File: src/hw/rtl/stid_pkg.sv
// -----------------------------------------------------------------------------
// stid_pkg
// Shared sizes, codes and types of the sorted record table.
// -----------------------------------------------------------------------------
package stid_pkg;

   // table size and derived widths
   localparam int CAPACITY = 64;
   localparam int IDX_W    = $clog2(CAPACITY);
   localparam int CNT_W    = $clog2(CAPACITY + 1);

   // fixed field widths of the channels
   localparam int KEY_W    = 16;
   localparam int MARK_W   = 7;
   localparam int MARKS_W  = 5 * MARK_W;
   localparam int STATUS_W = 2;
   localparam int OUT_W    = 7;

   // request codes
   localparam logic REQ_INSERT = 1'b0;
   localparam logic REQ_DELETE = 1'b1;

   // status codes
   localparam logic [STATUS_W-1:0] ST_DONE      = 2'd0;
   localparam logic [STATUS_W-1:0] ST_NOT_FOUND = 2'd1;
   localparam logic [STATUS_W-1:0] ST_FULL      = 2'd2;

   // commands broadcast along the cell row
   localparam logic [1:0] CMD_HOLD   = 2'd0;
   localparam logic [1:0] CMD_INSERT = 2'd1;
   localparam logic [1:0] CMD_DELETE = 2'd2;

   // one stored record
   typedef struct packed {
      logic [KEY_W-1:0]   key;
      logic [MARKS_W-1:0] marks;
   } record_type;

   // broadcast from the controller to every cell
   typedef struct packed {
      logic [1:0]       cmd;
      record_type       rec;
      logic [CNT_W-1:0] count;
      logic [IDX_W-1:0] del_pos;
   } cell_bus_type;

   // binary search outcome
   typedef struct packed {
      logic             hit;
      logic             miss;
      logic [IDX_W-1:0] idx;
   } srch_type;

endpackage

File: src/hw/rtl/stid_cell.sv
// -----------------------------------------------------------------------------
// stid_cell
// One table slot: holds a record, compares it to the broadcast key and
// takes the new record or its lower neighbor's on insert, its upper neighbor's on delete.
// -----------------------------------------------------------------------------
module stid_cell (
   input  logic                   clock,
   input  stid_pkg::cell_bus_type bus,
   input  logic [stid_pkg::IDX_W-1:0] cell_idx,
   input  logic                   prev_lt,
   input  stid_pkg::record_type   prev_rec,
   input  stid_pkg::record_type   next_rec,
   output stid_pkg::record_type   rec,
   output logic                   lt,
   output logic                   eq
);
   import stid_pkg::*;

   record_type rec_ff;
   record_type rec_in;
   logic       live;
   logic       room;

   // live slot flags and key compares
   assign live = CNT_W'(cell_idx) < bus.count;
   assign room = CNT_W'(cell_idx) <= bus.count;
   assign lt   = live && (rec_ff.key < bus.rec.key);
   assign eq   = live && (rec_ff.key == bus.rec.key);
   assign rec  = rec_ff;

   // shift up on insert, shift down on delete
   always_comb begin
      rec_in = rec_ff;
      case (bus.cmd)
         CMD_INSERT: begin
            if (!lt) begin
               if (prev_lt) begin
                  rec_in = bus.rec;
               end else if (room) begin
                  rec_in = prev_rec;
               end
            end
         end
         CMD_DELETE: begin
            if (cell_idx >= bus.del_pos) begin
               rec_in = next_rec;
            end
         end
         default: begin
         end
      endcase
   end

   always_ff @(posedge clock) begin
      rec_ff <= rec_in;
   end

endmodule

File: config.mk
export PLATFORM = sky130hd
export DESIGN_NAME = stid_cell
export DESIGN_NICKNAME = d
export VERILOG_FILES = /design/src/hw/rtl/stid_pkg.sv /design/src/hw/rtl/stid_cell.sv
export SDC_FILE = /design/constraint.sdc
export NUM_CORES = 1
export LEC_CHECK = 0
export BUFFER_PORTS_ARGS = -buffer_cell sky130_fd_sc_hd__buf_2
export CORE_ASPECT_RATIO = 0.7
export CORE_MARGIN = 3
export CORE_UTILIZATION = 25
export DETAILED_ROUTE_END_ITERATION = 7
export SYNTH_ARGS = -nofsm -noshare
export SYNTH_HDL_FRONTEND = slang
export SYNTH_SLANG_ARGS = --single-unit
File: constraint.sdc
create_clock -name clock -period 3.9 [get_ports clock]
set_input_delay 0.78 -clock clock [delete_from_list [all_inputs] [get_ports clock]]
set_output_delay 0.78 -clock clock [all_outputs]
set_load 0.02 [all_outputs]
# --- After elaboration in Yosys (flattened, before gate mapping) ---
# Cells that the tools add are included.
word_totals:
  register_bits: 51
  mem_count: 0
  output_inout_bits: 53
  mem_bits_rw: 0
  in_bits: 176
  romBits: 0
  latchBits: 0
op_classes:
  multipliers: 0
  mux: 5
  reduce_logical: 4
  n_bitwise: 0
  n_div: 0
  n_addsub: 0
  shift: 0
  magnitude_cmp: 4
  eq_ne: 6
op_table:
  columns: ["operator", "count"]
  rows:
  - ["2-to-1 mux 51 bit", 4]
  - ["case mux 51 bit (2 select lines)", 1]
  - ["equality test 16 bit", 1]
  - ["less-than comparator 16 bit", 1]
  - ["<= comparator 6 x 7 -> 1 bit", 1]
  - ["less-than comparator 6 x 7 -> 1 bit", 1]
  - ["greater-or-equal comparator 6 bit", 1]
  - ["!= test 2 bit (second input constant)", 2]
  - ["AND reduction 4 bit", 1]
  - ["!= test 3 bit (second input constant)", 1]
  - ["equality test 2 x 1 -> 1 bit (second input constant)", 1]
  - ["equality test 2 bit (second input constant)", 1]
  - ["logical AND 1 bit", 2]
  - ["nonzero test 2 bit", 1]

# --- Depth between registers and ports, before layout ---
logic_depth:
  word_depth: 5
  mapped_depth: 7
  ltp_nobuf: 7

# --- Worst setup path before layout ---
# No wires, ideal clock.
synth_path:
  kind: "input-to-reg"
  startpoint: "in bus[63] in the netlist's numbering"
  endpoint: "reg rec_ff, in the netlist rec[0], enable pin"
  setup_time_ps: 413
  path_buffers: 0
  t_arrival_ps: 3016
  slack_ps: 470
  path_stages: 6
  required_time_ps: 3487
  path_cell_list: "inv_1 > ha_1 > nand4_1 > a2111o_1 > o211ai_1 > a221o_1"
synth_via:
  elab_chain_cells: 4
synth_lines:
  columns: ["item", "line", "rtl"]
  rows:
  - ["start, declared", "stid_cell.sv:8", "input stid_pkg::cell_bus_type bus,"]
  - ["less-than comparator 16 bit", "stid_cell.sv:27", "assign lt = live && (rec_ff.key < bus.rec.key);"]
  - ["logical AND 1 bit", "stid_cell.sv:27", null]
  - ["!= test 2 bit (no line)", null, null]
  - ["AND reduction 4 bit (no line)", null, null]
  - ["end signal, assigned", "stid_cell.sv:55", "rec_ff <= rec_in;"]
  - ["end, declared", "stid_cell.sv:19", "record_type rec_ff;"]
# No other way between the ends.
# A chain may end at the register's enable or synchronous reset.

# --- Worst setup path after layout ---
layout_path:
  startpoint: "in bus[63] in the netlist's numbering"
  endpoint: "out eq"
layout_via:
  elab_chain_cells: 2
layout_lines:
  columns: ["item", "line", "rtl"]
  rows:
  - ["equality test 16 bit", "stid_cell.sv:28", "assign eq = live && (rec_ff.key == bus.rec.key);"]
  - ["logical AND 1 bit", "stid_cell.sv:28", null]
  - ["end, declared", "stid_cell.sv:15", "output logic eq"]
# No other way between the ends.

==> flow_summary_export.csv <==
group,metric,value,unit
status,status,"completed",
floorplan,io_pins,229,
power,report.power.total,1.580,mW
detailed_routing,met1Wirelength,4407,um
setup_path,crit_required,3120,ps
logic_synthesis,synth_warnings,0,
logic_synthesis,synthSimpleGateAreaFrac,9.815,%
logic_synthesis,synth_cells,324,
logic_synthesis,synth_xor_area_share,0,%
power,power_density,329.3,mW/mm^2
floorplan,die_w,143.6,um
logic_synthesis,muxShareOfSynthArea,15.40,%
power,max-vdd-ir-drop,0.1662,mV
timing,min_period_over_period,79.90,%
setup_path,cp_top_family,"simple AND/OR/NAND/NOR gates",
timing,period_minus_slack,3116,ps
timing,rsz0062_at_grt,"no",
clocking,cts_setup_buffers,0,
layout,syn2layout_area_growth,44.70,%
detailed_routing,via_count,3154,
logic_synthesis,synth_edf_count,51,
logic_synthesis,syn-cell-area,0.003314,sq mm
logic_synthesis,synth.distinct_cells,28,
timing,hold_viol,0,
detailed_routing,wl_met3,867,um
clocking,hold_buffers,0,
layout,drive_above_1_share,44.71,%
power,power_leakage,2.381,nW
clocking,cts_buffer_depth,2,
logic_synthesis,syn_area_per_cell,10.23,sq um
setup_path,reg2reg_from,"rec[50]",
logic_synthesis,synth_seq_area_share,46.21,%
place,placed_cell_area,0.004627,sq mm
layout,final_cells,710,
clocking,cts-root-buf,"clkbuf_16",
detailed_routing,routed_wl,10040,um
global_routing,grt_pass1_vias,3098,
timing,whs,769.5,ps
place,gp_congestion,0.8455,
layout,final_util,37.83,%
clocking,clk_pin_slew,70,ps
floorplan,die_h,102.3,um
setup_path,crit_top_cell,"buf_2",
setup_path,crit_buf_inv,3,
min_path,min_from,"next_rec[18]",
min_path,min_to,"rec[18]",
setup_path,r2r_cells,6,
detailed_routing,dr.pass1.iters,4,
logic_synthesis,synth_compound_area_share,12.42,%
min_path,hold_class,"input pin to flop",
layout,stdcell_area,0.004796,sq mm
timing,setup_viol,0,
floorplan,core_area,0.01268,sq mm
layout,largest_reg_flops,51,
global_routing,grt_pass1_wl,14660,um
clocking,cts_tree,"done",
timing,max_freq,320.9,MHz
detailed_routing,drt_drc_violations_left,0,
logic_synthesis,synth-seq-cells,51,
timing,slew_violations,0,
floorplan,rows,34,
setup_path,critPathLaunchType,"input pin",
setup_path,critPathSlowestCell,"or4_1",
detailed_routing,avgRoutedWirePerCell,14.14,um
layout,antennaDiodeCount,0,
detailed_routing,post_drt_via_cell_ratio,4.442,
place,dp_slack,792.2,ps
clocking,htreeDepth,2,
detailed_routing,drt-initial-drc-count,109,
logic_synthesis,ys_async_sr_fraction,0,%
place,dp_cells,702,
setup_path,endpoint_kind,"primary output",
logic_synthesis,synth_top_family_by_area,"multiplexers",
setup_path,crit_chain,"buf_2 -> inv_1 -> ha_1 -> nand4_1 -> or4_1 -> nor2_1 -> buf_2",
place,hpwl,8180,um
layout,num-fill-cells,1290,
detailed_routing,antenna_left,0,
global_routing,track_usage,12.61,%
timing,tightest_slew,634.1,ps
logic_synthesis,synthFlopType,"edfxtp_1",
min_path,holdPathStages,3,
detailed_routing,dr_wl_met2,4692,um
timing,tns,0,ps
setup_path,path_class,"input pin to primary output",
clocking,cts.sinks,51,
timing,finalClockSkew,4.460,ps
global_routing,grt_max_degree,39,
setup_path,cp.arrival,2340,ps
global_routing,antenna_found_initial,1,
clocking,numCtsBuffers,5,
place,port_buffers,228,
logic_synthesis,syn-num-nets,528,
global_routing,grt_overflow,0,
setup_path,critPathMaxFanout,4,
timing,slew_headroom,57.64,%
detailed_routing,highest_layer,"met5",
floorplan,die_area,0.01470,sq mm
floorplan,initial_core_util,26.14,%
setup_path,critPathMaxStageDelay,590,ps
setup_path,r2r-end,"rec[20]",
logic_synthesis,yosys.area_share.adder,10.57,%
run,maxCapViolCount,0,
timing,setup_ws,784.1,ps
setup_path,r2r_slack,1420,ps
clocking,cts_resized,0,
clocking,clock_latency,290,ps
layout,layout.nets,751,
[worst max path at each step]
stage	depth (start not counted)	slack, ps	from	end
final	7	780	bus[63]	eq
after global routing	7	660	bus[63]	eq
after CTS	7	790	bus[63]	eq
after detailed placement	7	790	bus[63]	eq
after global placement	7	840	bus[63]	eq
after floorplan	6	470	bus[63]	rec[0]
[routing by layer]
layer  vias to the layer above  global-route usage (%)
met1                      1395                   16.00
met4                         2                   2.315
met5                         -                       0
met3                         8                   3.929
li1                       1614                       -
met2                       135                   21.51
[cell usage after synthesis (2+ instances only)]
cell type,count,area [sq um]
nand4_1,4,25.02
a21oi_1,9,45.04
mux2i_1,51,510.5
o21ai_0,55,275.3
inv_1,28,105.1
a211oi_1,2,15.01
nor2b_1,3,18.77
edfxtp_1,51,1531
buf_2,13,65.06
a21o_1,2,15.01
o211ai_1,2,15.01
ha_1,28,350.3
clkbuf_1,4,15.01
nand2_1,54,202.7
nor2_1,5,18.77
[final cells by class]
cell class / count / area [sq um] / area share [%]
clock buffers: 5 / 125.1 / 2.609
well taps: 162 / 202.7 / 4.226
multi-input cells: 228 / 1607 / 33.50
clock inverters: 3 / 43.79 / 0.9131
repair buffers: 233 / 1181 / 24.63
inverters: 28 / 105.1 / 2.191
flip-flops and latches: 51 / 1531 / 31.93
[logic make-up after synthesis]
family                     Yosys count
AOI/OAI and AO/OA                   75
DFF                                 51
muxes                               51
adders and majority gates           28
and+or+nand+nor                     74
buffers and inverters               45
[worst register-to-register path, stage by stage (launching register included)]
cell and delay, ps:
edfxtp_1 410, ha_1 340, nand4_1 240, a2111o_1 460
o211ai_1 150, a221o_2 210, buf_4 330
[cells in the final DEF, fill, tap and decap left out]
master       n
nand4_1      4
nand2_1     54
bufinv_16    1
or4_1        1
a21oi_2      1
or2_4        1
a2111o_1     1
nand2b_1     1
ha_1        28
nor4b_1      1
o21ai_0     55
o21bai_1     1
and3b_1      1
a21o_1       2
buf_2      227
o211ai_1     2
nor2b_4      1
clkinv_4     1
inv_1       28
clkbuf_16    5
mux2i_1     51
a21oi_1      9
o2111ai_1    1
nor2_1       5
nand3_1      1
nor2b_1      2
edfxtp_1    51
clkinv_2     1
a221o_2      1
nand4b_1     1
a211oi_1     2
and2_1       1
buf_4        6
[power by group]
group / switching [mW] / total (mW) / internal, mW
Clock: 0.198 / 0.500 / 0.303
Combinational: 0.226 / 0.396 / 0.170
Sequential: 0.0148 / 0.683 / 0.668
No activity file was read; power rests on OpenSTA's default activity.
