[src/hw/rtl/stid_pkg.sv]
// -----------------------------------------------------------------------------
// stid_pkg
// Shared sizes, codes and types of the sorted record table.
// -----------------------------------------------------------------------------
package stid_pkg;

   // table size and derived widths
   localparam int CAPACITY = 64;
   localparam int IDX_W    = $clog2(CAPACITY);
   localparam int CNT_W    = $clog2(CAPACITY + 1);

   // fixed field widths of the channels
   localparam int KEY_W    = 16;
   localparam int MARK_W   = 7;
   localparam int MARKS_W  = 5 * MARK_W;
   localparam int STATUS_W = 2;
   localparam int OUT_W    = 7;

   // request codes
   localparam logic REQ_INSERT = 1'b0;
   localparam logic REQ_DELETE = 1'b1;

   // status codes
   localparam logic [STATUS_W-1:0] ST_DONE      = 2'd0;
   localparam logic [STATUS_W-1:0] ST_NOT_FOUND = 2'd1;
   localparam logic [STATUS_W-1:0] ST_FULL      = 2'd2;

   // commands broadcast along the cell row
   localparam logic [1:0] CMD_HOLD   = 2'd0;
   localparam logic [1:0] CMD_INSERT = 2'd1;
   localparam logic [1:0] CMD_DELETE = 2'd2;

   // one stored record
   typedef struct packed {
      logic [KEY_W-1:0]   key;
      logic [MARKS_W-1:0] marks;
   } record_type;

   // broadcast from the controller to every cell
   typedef struct packed {
      logic [1:0]       cmd;
      record_type       rec;
      logic [CNT_W-1:0] count;
      logic [IDX_W-1:0] del_pos;
   } cell_bus_type;

   // binary search outcome
   typedef struct packed {
      logic             hit;
      logic             miss;
      logic [IDX_W-1:0] idx;
   } srch_type;

endpackage

[src/hw/rtl/stid_search.sv]
// -----------------------------------------------------------------------------
// stid_search
// Binary search over the live slots, one probe per cycle while step is high,
// reading the per-cell less-than and equal flags at the midpoint.
// -----------------------------------------------------------------------------
module stid_search (
   input  logic                         clock,
   input  logic                         reset,
   input  logic                         start,
   input  logic                         step,
   input  logic [stid_pkg::CNT_W-1:0]   count,
   input  logic [stid_pkg::CAPACITY-1:0] lt_vec,
   input  logic [stid_pkg::CAPACITY-1:0] eq_vec,
   output stid_pkg::srch_type           res
);
   import stid_pkg::*;

   // bounds: lo and one past hi
   logic [CNT_W-1:0] lo_ff, lo_in;
   logic [CNT_W-1:0] hip_ff, hip_in;
   logic [CNT_W:0]   mid_sum;
   logic [IDX_W-1:0] mid;
   logic             open;

   // midpoint of lo and hi
   assign open    = lo_ff < hip_ff;
   assign mid_sum = {1'b0, lo_ff} + {1'b0, hip_ff} - (CNT_W + 1)'(1);
   assign mid     = IDX_W'(mid_sum[CNT_W:1]);

   assign res.hit  = open && eq_vec[mid];
   assign res.miss = !open;
   assign res.idx  = mid;

   // narrow the range after each probe
   always_comb begin
      lo_in  = lo_ff;
      hip_in = hip_ff;
      if (start) begin
         lo_in  = '0;
         hip_in = count;
      end else if (step && open && !eq_vec[mid]) begin
         if (lt_vec[mid]) begin
            lo_in = CNT_W'(mid) + CNT_W'(1);
         end else begin
            hip_in = CNT_W'(mid);
         end
      end
   end

   always_ff @(posedge clock) begin
      if (reset) begin
         lo_ff  <= '0;
         hip_ff <= '0;
      end else begin
         lo_ff  <= lo_in;
         hip_ff <= hip_in;
      end
   end

endmodule

[config.mk]
export PLATFORM = sky130hd
export DESIGN_NAME = stid_search
export DESIGN_NICKNAME = d
export VERILOG_FILES = /design/src/hw/rtl/stid_pkg.sv /design/src/hw/rtl/stid_search.sv
export SDC_FILE = /design/constraint.sdc
export NUM_CORES = 1
export LEC_CHECK = 0
export BUFFER_PORTS_ARGS = -buffer_cell sky130_fd_sc_hd__buf_4
export CAP_MARGIN = 20
export CELL_PAD_IN_SITES_DETAIL_PLACEMENT = 0
export CELL_PAD_IN_SITES_GLOBAL_PLACEMENT = 1
export CORE_ASPECT_RATIO = 0.7
export CORE_MARGIN = 4
export CORE_UTILIZATION = 29
export DETAILED_ROUTE_END_ITERATION = 12
export GPL_TIMING_DRIVEN = 1
export PLACE_DENSITY = 0.87
export RECOVER_POWER = 50
export SYNTH_ARGS = -nofsm -noshare
export SYNTH_HDL_FRONTEND = slang
export SYNTH_SLANG_ARGS = --single-unit
export TNS_END_PERCENT = 1
[constraint.sdc]
create_clock -name clock -period 3.35 [get_ports clock]
set_input_delay 0.5025 -clock clock [delete_from_list [all_inputs] [get_ports clock]]
set_output_delay 0.5025 -clock clock [all_outputs]
set_load 0.01 [all_outputs]
* Word-level counts from Yosys, hierarchy flattened
Index checks and enable logic that the tools add are counted.
** Operators by class
- $add $sub $neg :: 3
- Magnitude comparators :: 2
- Equality and inequality tests :: 1
- Multiplexer cells :: 7
- Reductions and logical operators :: 9
** Operators by type and width (number)
- two-way mux 7 bit :: 3
- binary-select mux 1 bit (select 6 bit) :: 2
- adder 6 x 1 -> 7 bit, second input constant :: 1
- adder 7 bit :: 1
- less-than comparator 6 x 7 -> 1 bit, second input constant :: 1
- less-than comparator 7 bit :: 1
- subtractor 7 x 1 -> 7 bit, second input constant :: 1
- AND reduction 2 bit :: 2
- logical AND 1 bit :: 3
- logical NOT 1 bit :: 2
- two-way mux 1 bit :: 2
- inequality test 2 bit, second input constant :: 1
- nonzero test 2 bit :: 1
- OR reduction 2 bit :: 1
** Storage, ports and cells
- Register bits :: 14
- Input port bits :: 139

* Depth between registers and ports, before layout
Gate-level depths: netlist of the first run.
- Word-level depth :: 8
- Gate-level depth with buffers :: 14
- Gate-level depth less buffers :: 12

* Worst setup path before layout of the first run
OpenSTA, ideal clock, no wires.
- Path type :: register -> output
- Start point :: register lo_ff[2]
- End point :: output res[7] (netlist bit)
- Arrival :: 3120 ps
- Setup slack :: -273 ps
- Cell stages (with the launch flop) :: 13
- Path buffers :: 3
- Cell sequence :: dfxtp_1 > inv_1 > ha_1 > xor2_1 > ha_1 > buf_4 > clkbuf_1 > mux4_2 > mux2i_1 > mux4_1 > mux2_4 > buf_6 > nor2_1
** RTL lines
- from (decl) :: RTL line stid_search.sv:19 : logic [CNT_W-1:0] lo_ff, lo_in;
- from (signal assigned) :: RTL line stid_search.sv:55 : lo_ff <= lo_in;
- to (decl) :: RTL line stid_search.sv:14 : output stid_pkg::srch_type res

==> results of run 1 <==
## cells by family (layout without fill, tap and decap cells)
kind of cell,Yosys count,in the layout,share of synthesized area (%)
buffers and inverters,40,209,8.146
AO/OA/AOI/OAI,40,40,13.29
flip-flops,14,14,12.00
adder cells (fa/ha/maj),18,18,9.646
AND/OR/NAND/NOR,34,34,7.610
XOR/XNOR,11,11,5.252
multiplexers,56,56,44.05
## worst reg2reg max path: stages (launching register included)
cell and delay (ns):
dfxtp_1 0.33, inv_1 0.06, ha_1 0.31, inv_2 0.07, ha_4 0.20, and3b_1 0.19
a311oi_4 0.21, buf_6 0.16, xor2_4 0.20, mux4_2 0.56, mux2i_2 0.56, nor3_1 0.14
buf_4 0.18, a211oi_1 0.21
## cell type report
type                    instances  area share, %
multi-input cells             159          48.73
repair buffers                182          36.44
flip-flops and latches         14          7.175
well taps                     101          3.206
clock buffers                   4          2.254
inverters                      23          2.190
## synthesized netlist by cell type (2+ instances only)
cell type | instances | share of area (%)
inv_1 | 22 | 3.5
xnor2_1 | 4 | 1.5
nand2b_1 | 3 | 0.80
a21oi_1 | 6 | 1.3
nor2_1 | 8 | 1.3
ha_1 | 18 | 9.6
nand4_1 | 8 | 2.1
buf_2 | 2 | 0.43
a311oi_1 | 6 | 2.3
or2_2 | 2 | 0.54
mux2_4 | 2 | 1.3
mux2i_1 | 17 | 7.3
a21o_1 | 2 | 0.64
mux4_2 | 35 | 34
o31ai_1 | 8 | 2.6
nand2_1 | 3 | 0.48
clkbuf_1 | 6 | 0.96
buf_4 | 8 | 2.6
nand3_1 | 5 | 1.1
a31oi_1 | 6 | 1.6
a211oi_1 | 4 | 1.3
xor2_1 | 5 | 1.9
nor3_1 | 3 | 0.64
dfxtp_1 | 14 | 12
## per-layer routing
layer	share of wire, %	wire [µm]
met1	39	3189
met2	51	4131
met3	8.2	664
met4	1.8	148
met5	0	0
## cells in the final DEF (no fill, tap or decap), types with 5 or more instances in the layout
cell type | synthesis | routed
a31oi_1 | 6 | 6
mux4_2 | 35 | 36
inv_1 | 22 | 21
buf_12 | 0 | 5
a21oi_1 | 6 | 6
nand3_1 | 5 | 5
nand4_1 | 8 | 8
dfxtp_1 | 14 | 12
o31ai_1 | 8 | 8
a311oi_1 | 6 | 6
ha_1 | 18 | 16
mux2i_1 | 17 | 16
nor2_1 | 8 | 7
buf_4 | 8 | 175
## path summary, 6_finish.rpt
kind / start / end / cells past startpoint / slack [ns]
hold / removal: lo_ff[6]$_SDFFE_PP0P_ / lo_ff[6]$_SDFFE_PP0P_ / 2 / 0.48
setup reg to reg: lo_ff[3]$_SDFFE_PP0P_ / lo_ff[2]$_SDFFE_PP0P_ / 13 / -0.11
setup / recovery: lo_ff[3]$_SDFFE_PP0P_ / res[7] / 12 / -0.19
hold reg to reg: lo_ff[6]$_SDFFE_PP0P_ / lo_ff[6]$_SDFFE_PP0P_ / 2 / 0.48
## sequential cells by signal (all words and copies together) (netlist names)
signal	cells
hip_ff	7
lo_ff	7
## metrics by stage
step / hold WS (ns) / setup WS [ns]
6_report: 0.4772 / -0.1875
5_1_grt: 0.4920 / -0.2879
4_1_cts: 0.4752 / -0.2006
3_5_place_dp: 0.4669 / -0.3216
3_3_place_gp: 0.4692 / -0.2402
2_1_floorplan: 0.4483 / 0.0004126
## repair_timing
item / 4_1_cts / 5_1_grt
pin swaps: 1 / 1
setup endpoints to repair: 15 / 15
setup buffers: 1 / 1
gates resized for setup: 4 / 4
==> results by group, run 1 <==
Clock network
  – CTS H-tree lvls: 1
  – CTS tree: built
  – Clock Latency Late Sink: 0.25 ns
  – Clock-pin slew on the worst setup and hold paths: 0.05 ns
  – CTS sink count: 14
  – Clk root buf: clkbuf_16
  – Clock tree buffer depth: 2
  – Cts bufs inserted: 3
  – Hold Buf Count CTS: 0

Global route
  – Met2 usage: 28.52%
  – Initial antenna violation count: 0
  – Met3 Track Usage GR: 3.714%
  – GRT Max-Usage Layer: met2
  – Vias in the first global route: 2,799
  – GR Util All Layers: 16.97%
  – Congestion Overflow GR: 0
  – Met1 GRT Util: 21.78%
  – Pin count of the biggest net entering global routing: 21
  – First-pass GRT wire length: 13.08 mm

Synth
  – Synth Instances: 213
  – Synth warnings: 0
  – #FFs+latches synth: 14
  – Mapped Nets: 370
  – Yosys cell types: 40
  – Mean Syn Cell Area: 10.96 µm²
  – Most frequently used flop master after synthesis: dfxtp_1
  – Number of enable flip-flop cells after synthesis: 0
  – Mapped cell area: 2335 µm²
  – Sequential area share after synthesis: 12.00%
  – Asr flop ratio synth: 0%

Die
  – Die ar.: 9573 µm²
  – Initial Util: 29.79%
  – FP Rows: 27
  – Horiz. Die Dim: 115.2 µm
  – Die Y: 83.07 µm
  – Core region area: 7838 µm²
  – IO Pins: 147

Flow run
  – Max Cap Viol: 0

Detailed routing
  – DR pass1 iterations: 4
  – Vias per inst: 5.213
  – DRT antenna net count: 0
  – Starting DRT DRC Count: 117
  – Remaining DRCs: 0
  – Drt total wl: 8.134 mm
  – WL per Instance: 16.84 µm
  – Total number of vias: 2,518

Setup path
  – Delay of the slowest cell on the worst path: 0.55 ns
  – WP buf/inv: 4
  – Delay-heaviest family, CP: multiplexers
  – Crit-path cells: inv_1 > ha_1 > inv_2 > ha_4 > and3b_1 > a311oi_4 > buf_6 > xor2_4 > mux4_2 > mux2_4 > nor2_4 > buf_4
  – Worst-path maximum fanout: 3
  – Req. time, crit path: 2.85 ns
  – WP data arrival: 3.03 ns
  – CP max-delay cell: mux4_2
  – Setup crit end kind: output pin
  – Setup CP Type: flop to output pin
  – Startpoint Class: flop

Timing
  – Clk_skew: 0.002795 ns
  – Setup ws final: -0.1875 ns
  – Fin. max-slew vios: 0
  – Crit share post-route: 105.6%
  – Setup_tns: -0.7787 ns
  – Slew HR: 55.24%
  – Max Fclk: 0.2827 GHz
  – Final hold violation count: 0
  – RSZ-0062 raised after global routing: true
  – Period minus WS final: 3.537 ns
  – Pin slew with the least headroom to its limit: 0.6584 ns
  – # setup viols final: 11

Final layout
  – Diode count: 0
  – FILL cells: 712
  – Design Area, Final: 3941 µm²
  – Layout Cells excl Fill: 483
  – P&R area growth vs syn: 68.81%
  – Nets: 540
  – End-of-flow core utilization: 50.29%
  – Register area: 282.8 µm²
  – Footprint of the multi-input gates: 1921 µm²
  – Share of cells above drive strength 1: 63.35%

Outcome
  – Outcome: finished, violations left
  – Failing checks: negative setup slack

Place
  – Port-buffer cells: 146
  – Post-DP HPWL: 6.983 mm
  – GPL Wtd Cong: 0.8324
  – Placed Area: 3797 µm²
  – Placed cell count: 477

Worst hold path
  – Worst hold path class: flop to flop
Power of run 1 is left out: the tool's default activity adds up to more than one toggle a clock period on the data nets, which glitch-free logic cannot reach.
==> inputs of run 2 (changes only) <==
--- a/config.mk
+++ b/config.mk
@@ -5,16 +5,17 @@
 export SDC_FILE = /design/constraint.sdc
 export NUM_CORES = 1
 export LEC_CHECK = 0
-export BUFFER_PORTS_ARGS = -buffer_cell sky130_fd_sc_hd__buf_4
 export CAP_MARGIN = 20
 export CELL_PAD_IN_SITES_DETAIL_PLACEMENT = 0
 export CELL_PAD_IN_SITES_GLOBAL_PLACEMENT = 1
 export CORE_ASPECT_RATIO = 0.7
 export CORE_MARGIN = 4
-export CORE_UTILIZATION = 29
+export CORE_UTILIZATION = 32
+export CTS_CLUSTER_DIAMETER = 50
 export DETAILED_ROUTE_END_ITERATION = 12
+export DONT_BUFFER_PORTS = 1
 export GPL_TIMING_DRIVEN = 1
-export PLACE_DENSITY = 0.87
+export PLACE_DENSITY = 0.69
 export RECOVER_POWER = 50
 export SYNTH_ARGS = -nofsm -noshare
 export SYNTH_HDL_FRONTEND = slang
==> run 2 against run 1 <==
The flow still finishes with violations (negative setup slack). Sequential share of layout area increased by 2.4 points. Non-clock buffer count decreased by 131. Design area decreased by 25%. Cell count decreased by 29%. Count of clock-buffer cells in the layout decreased by 1. Critical path depth decreased by 2.
==> results by group, run 2 (same netlist as run 1, synthesis figures left out) <==
Detailed routing
  – Starting DRT DRC Count: 94
  – WL per Instance: 21.27 µm
  – DRT antenna net count: 0
  – Remaining DRCs: 0
  – DR pass1 iterations: 4
  – Vias per inst: 5.773
  – Total number of vias: 1,986
  – Drt total wl: 7.318 mm

Timing
  – Slew HR: 75.54%
  – Crit share post-route: 104.8%
  – WHS: 0.3094 ns
  – Period minus WS final: 3.510 ns
  – # setup viols final: 6
  – Fin. max-slew vios: 0
  – RSZ-0062 raised after global routing: true
  – Clk_skew: 0.003073 ns
  – Pin slew with the least headroom to its limit: 0.3592 ns
  – Max Fclk: 0.2849 GHz
  – Setup ws final: -0.1602 ns
  – Final hold violation count: 0

Global route
  – GR Util All Layers: 16.37%
  – Vias in the first global route: 2,079
  – Pin count of the biggest net entering global routing: 23
  – Congestion Overflow GR: 0
  – Initial antenna violation count: 0
  – First-pass GRT wire length: 10.96 mm

Final layout
  – Design Area, Final: 2975 µm²
  – P&R area growth vs syn: 27.44%
  – Most frequent cells in the layout: 41 x buf_4, 36 x mux4_2, 16 x inv_1, 16 x mux2i_1, 14 x ha_1
  – Share of cells above drive strength 1: 49.20%
  – Most common cell after layout, fill and taps aside: buf_4
  – Largest regs: hip_ff: 7 flops, lo_ff: 7 flops
  – Nets: 409
  – Diode count: 0

Clock network
  – Hold Buf Count CTS: 0
  – Clock Latency Late Sink: 0.25 ns
  – Cts bufs inserted: 3
  – Clock tree buffer depth: 2
  – Clk root buf: clkbuf_8
  – CTS tree: built
  – CTS sink count: 14
  – Clock-pin slew on the worst setup and hold paths: 0.06 ns
  – CTS H-tree lvls: 1

Place
  – GPL Wtd Cong: 0.8687
  – Port-buffer cells: 0
  – Post-DP HPWL: 6.238 mm
  – Placed Area: 2779 µm²

Setup path
  – Startpoint Class: flop
  – WP data arrival: 3.01 ns
  – Setup CP Type: flop to output pin
  – Worst-path maximum fanout: 4
  – Setup crit end kind: output pin
  – Req. time, crit path: 2.85 ns

Die
  – Core region area: 6913 µm²
  – Horiz. Die Dim: 110.1 µm
  – FP Rows: 25
  – Die ar.: 8748 µm²
  – IO Pins: 147
  – Initial Util: 33.77%
  – Die Y: 79.47 µm

Flow run
  – Max Cap Viol: 0

Outcome
  – Failing checks: negative setup slack
  – Outcome: finished, violations left

Worst hold path
  – Worst hold path class: primary input to flop
==> run 2: cell count changes in the layout (fill, tap and decap cells not counted), moves of 3 or more <==
cell	before	now
clkbuf_16	3	0
inv_2	2	7
buf_4	175	41
inv_1	21	16
==> run 2: metrics by stage <==
stage               TNS, ns  worst slack, ns  utilization (%)  instances
global route         -2.284          -0.2635            43.04        344
finish              -0.3518          -0.1602            43.04        344
global placement     -2.071          -0.2600            40.20        334
detailed placement   -2.015          -0.2303            40.20        334
floorplan                 0        0.0004126                -        213
CTS                  -1.183          -0.1850            41.67        341
==> run 2: layout make-up <==
cell class,count,area (µm²)
Fill cell,669,3938
Multi-Input combinational cell,159,1989
Timing Repair Buffer,51,456.7
Sequential cell,14,284.0
Tap cell,94,117.6
Inverter,23,86.33
Clock buffer,3,41.29
==> run 2: final timing paths <==
| kind | startpoint | endpoint | slack (ns) | depth (start not counted) |
|---|---|---|---|---|
| max reg2reg | hip_ff[3]$_SDFFE_PP0P_ | lo_ff[1]$_SDFFE_PP0P_ | -0.06 | 14 |
| max | hip_ff[3]$_SDFFE_PP0P_ | res[7] | -0.16 | 10 |
| min | reset | hip_ff[3]$_SDFFE_PP0P_ | 0.31 | 1 |
| min reg2reg | lo_ff[6]$_SDFFE_PP0P_ | lo_ff[6]$_SDFFE_PP0P_ | 0.49 | 2 |
==> run 2: routing by layer <==
metal,vias up,GRT usage (%),share of wire [%]
li1,924,-,-
met1,953,21.93,39
met2,105,27.78,51
met3,4,4.042,8.8
met4,0,1.476,0.49
met5,-,0,0
==> run 2: repair_timing <==
| action | CTS | global route |
|---|---|---|
| pin swaps | 2 | 11 |
| gates cloned | 0 | 1 |
| setup buffers | 4 | 2 |
| setup endpoints to repair | 15 | 15 |
| gates resized for setup | 5 | 22 |
==> run 2: worst max-delay path, cell delays in order, from the launching register on <==
cell	delay [ns]
dfxtp_2	0.34
inv_2	0.05
ha_4	0.26
inv_2	0.04
ha_4	0.22
and3b_2	0.22
a311oi_4	0.33
xor2_4	0.28
mux4_2	0.55
mux2_4	0.33
nor2_4	0.13
Power of run 2 is left out for the same reason.
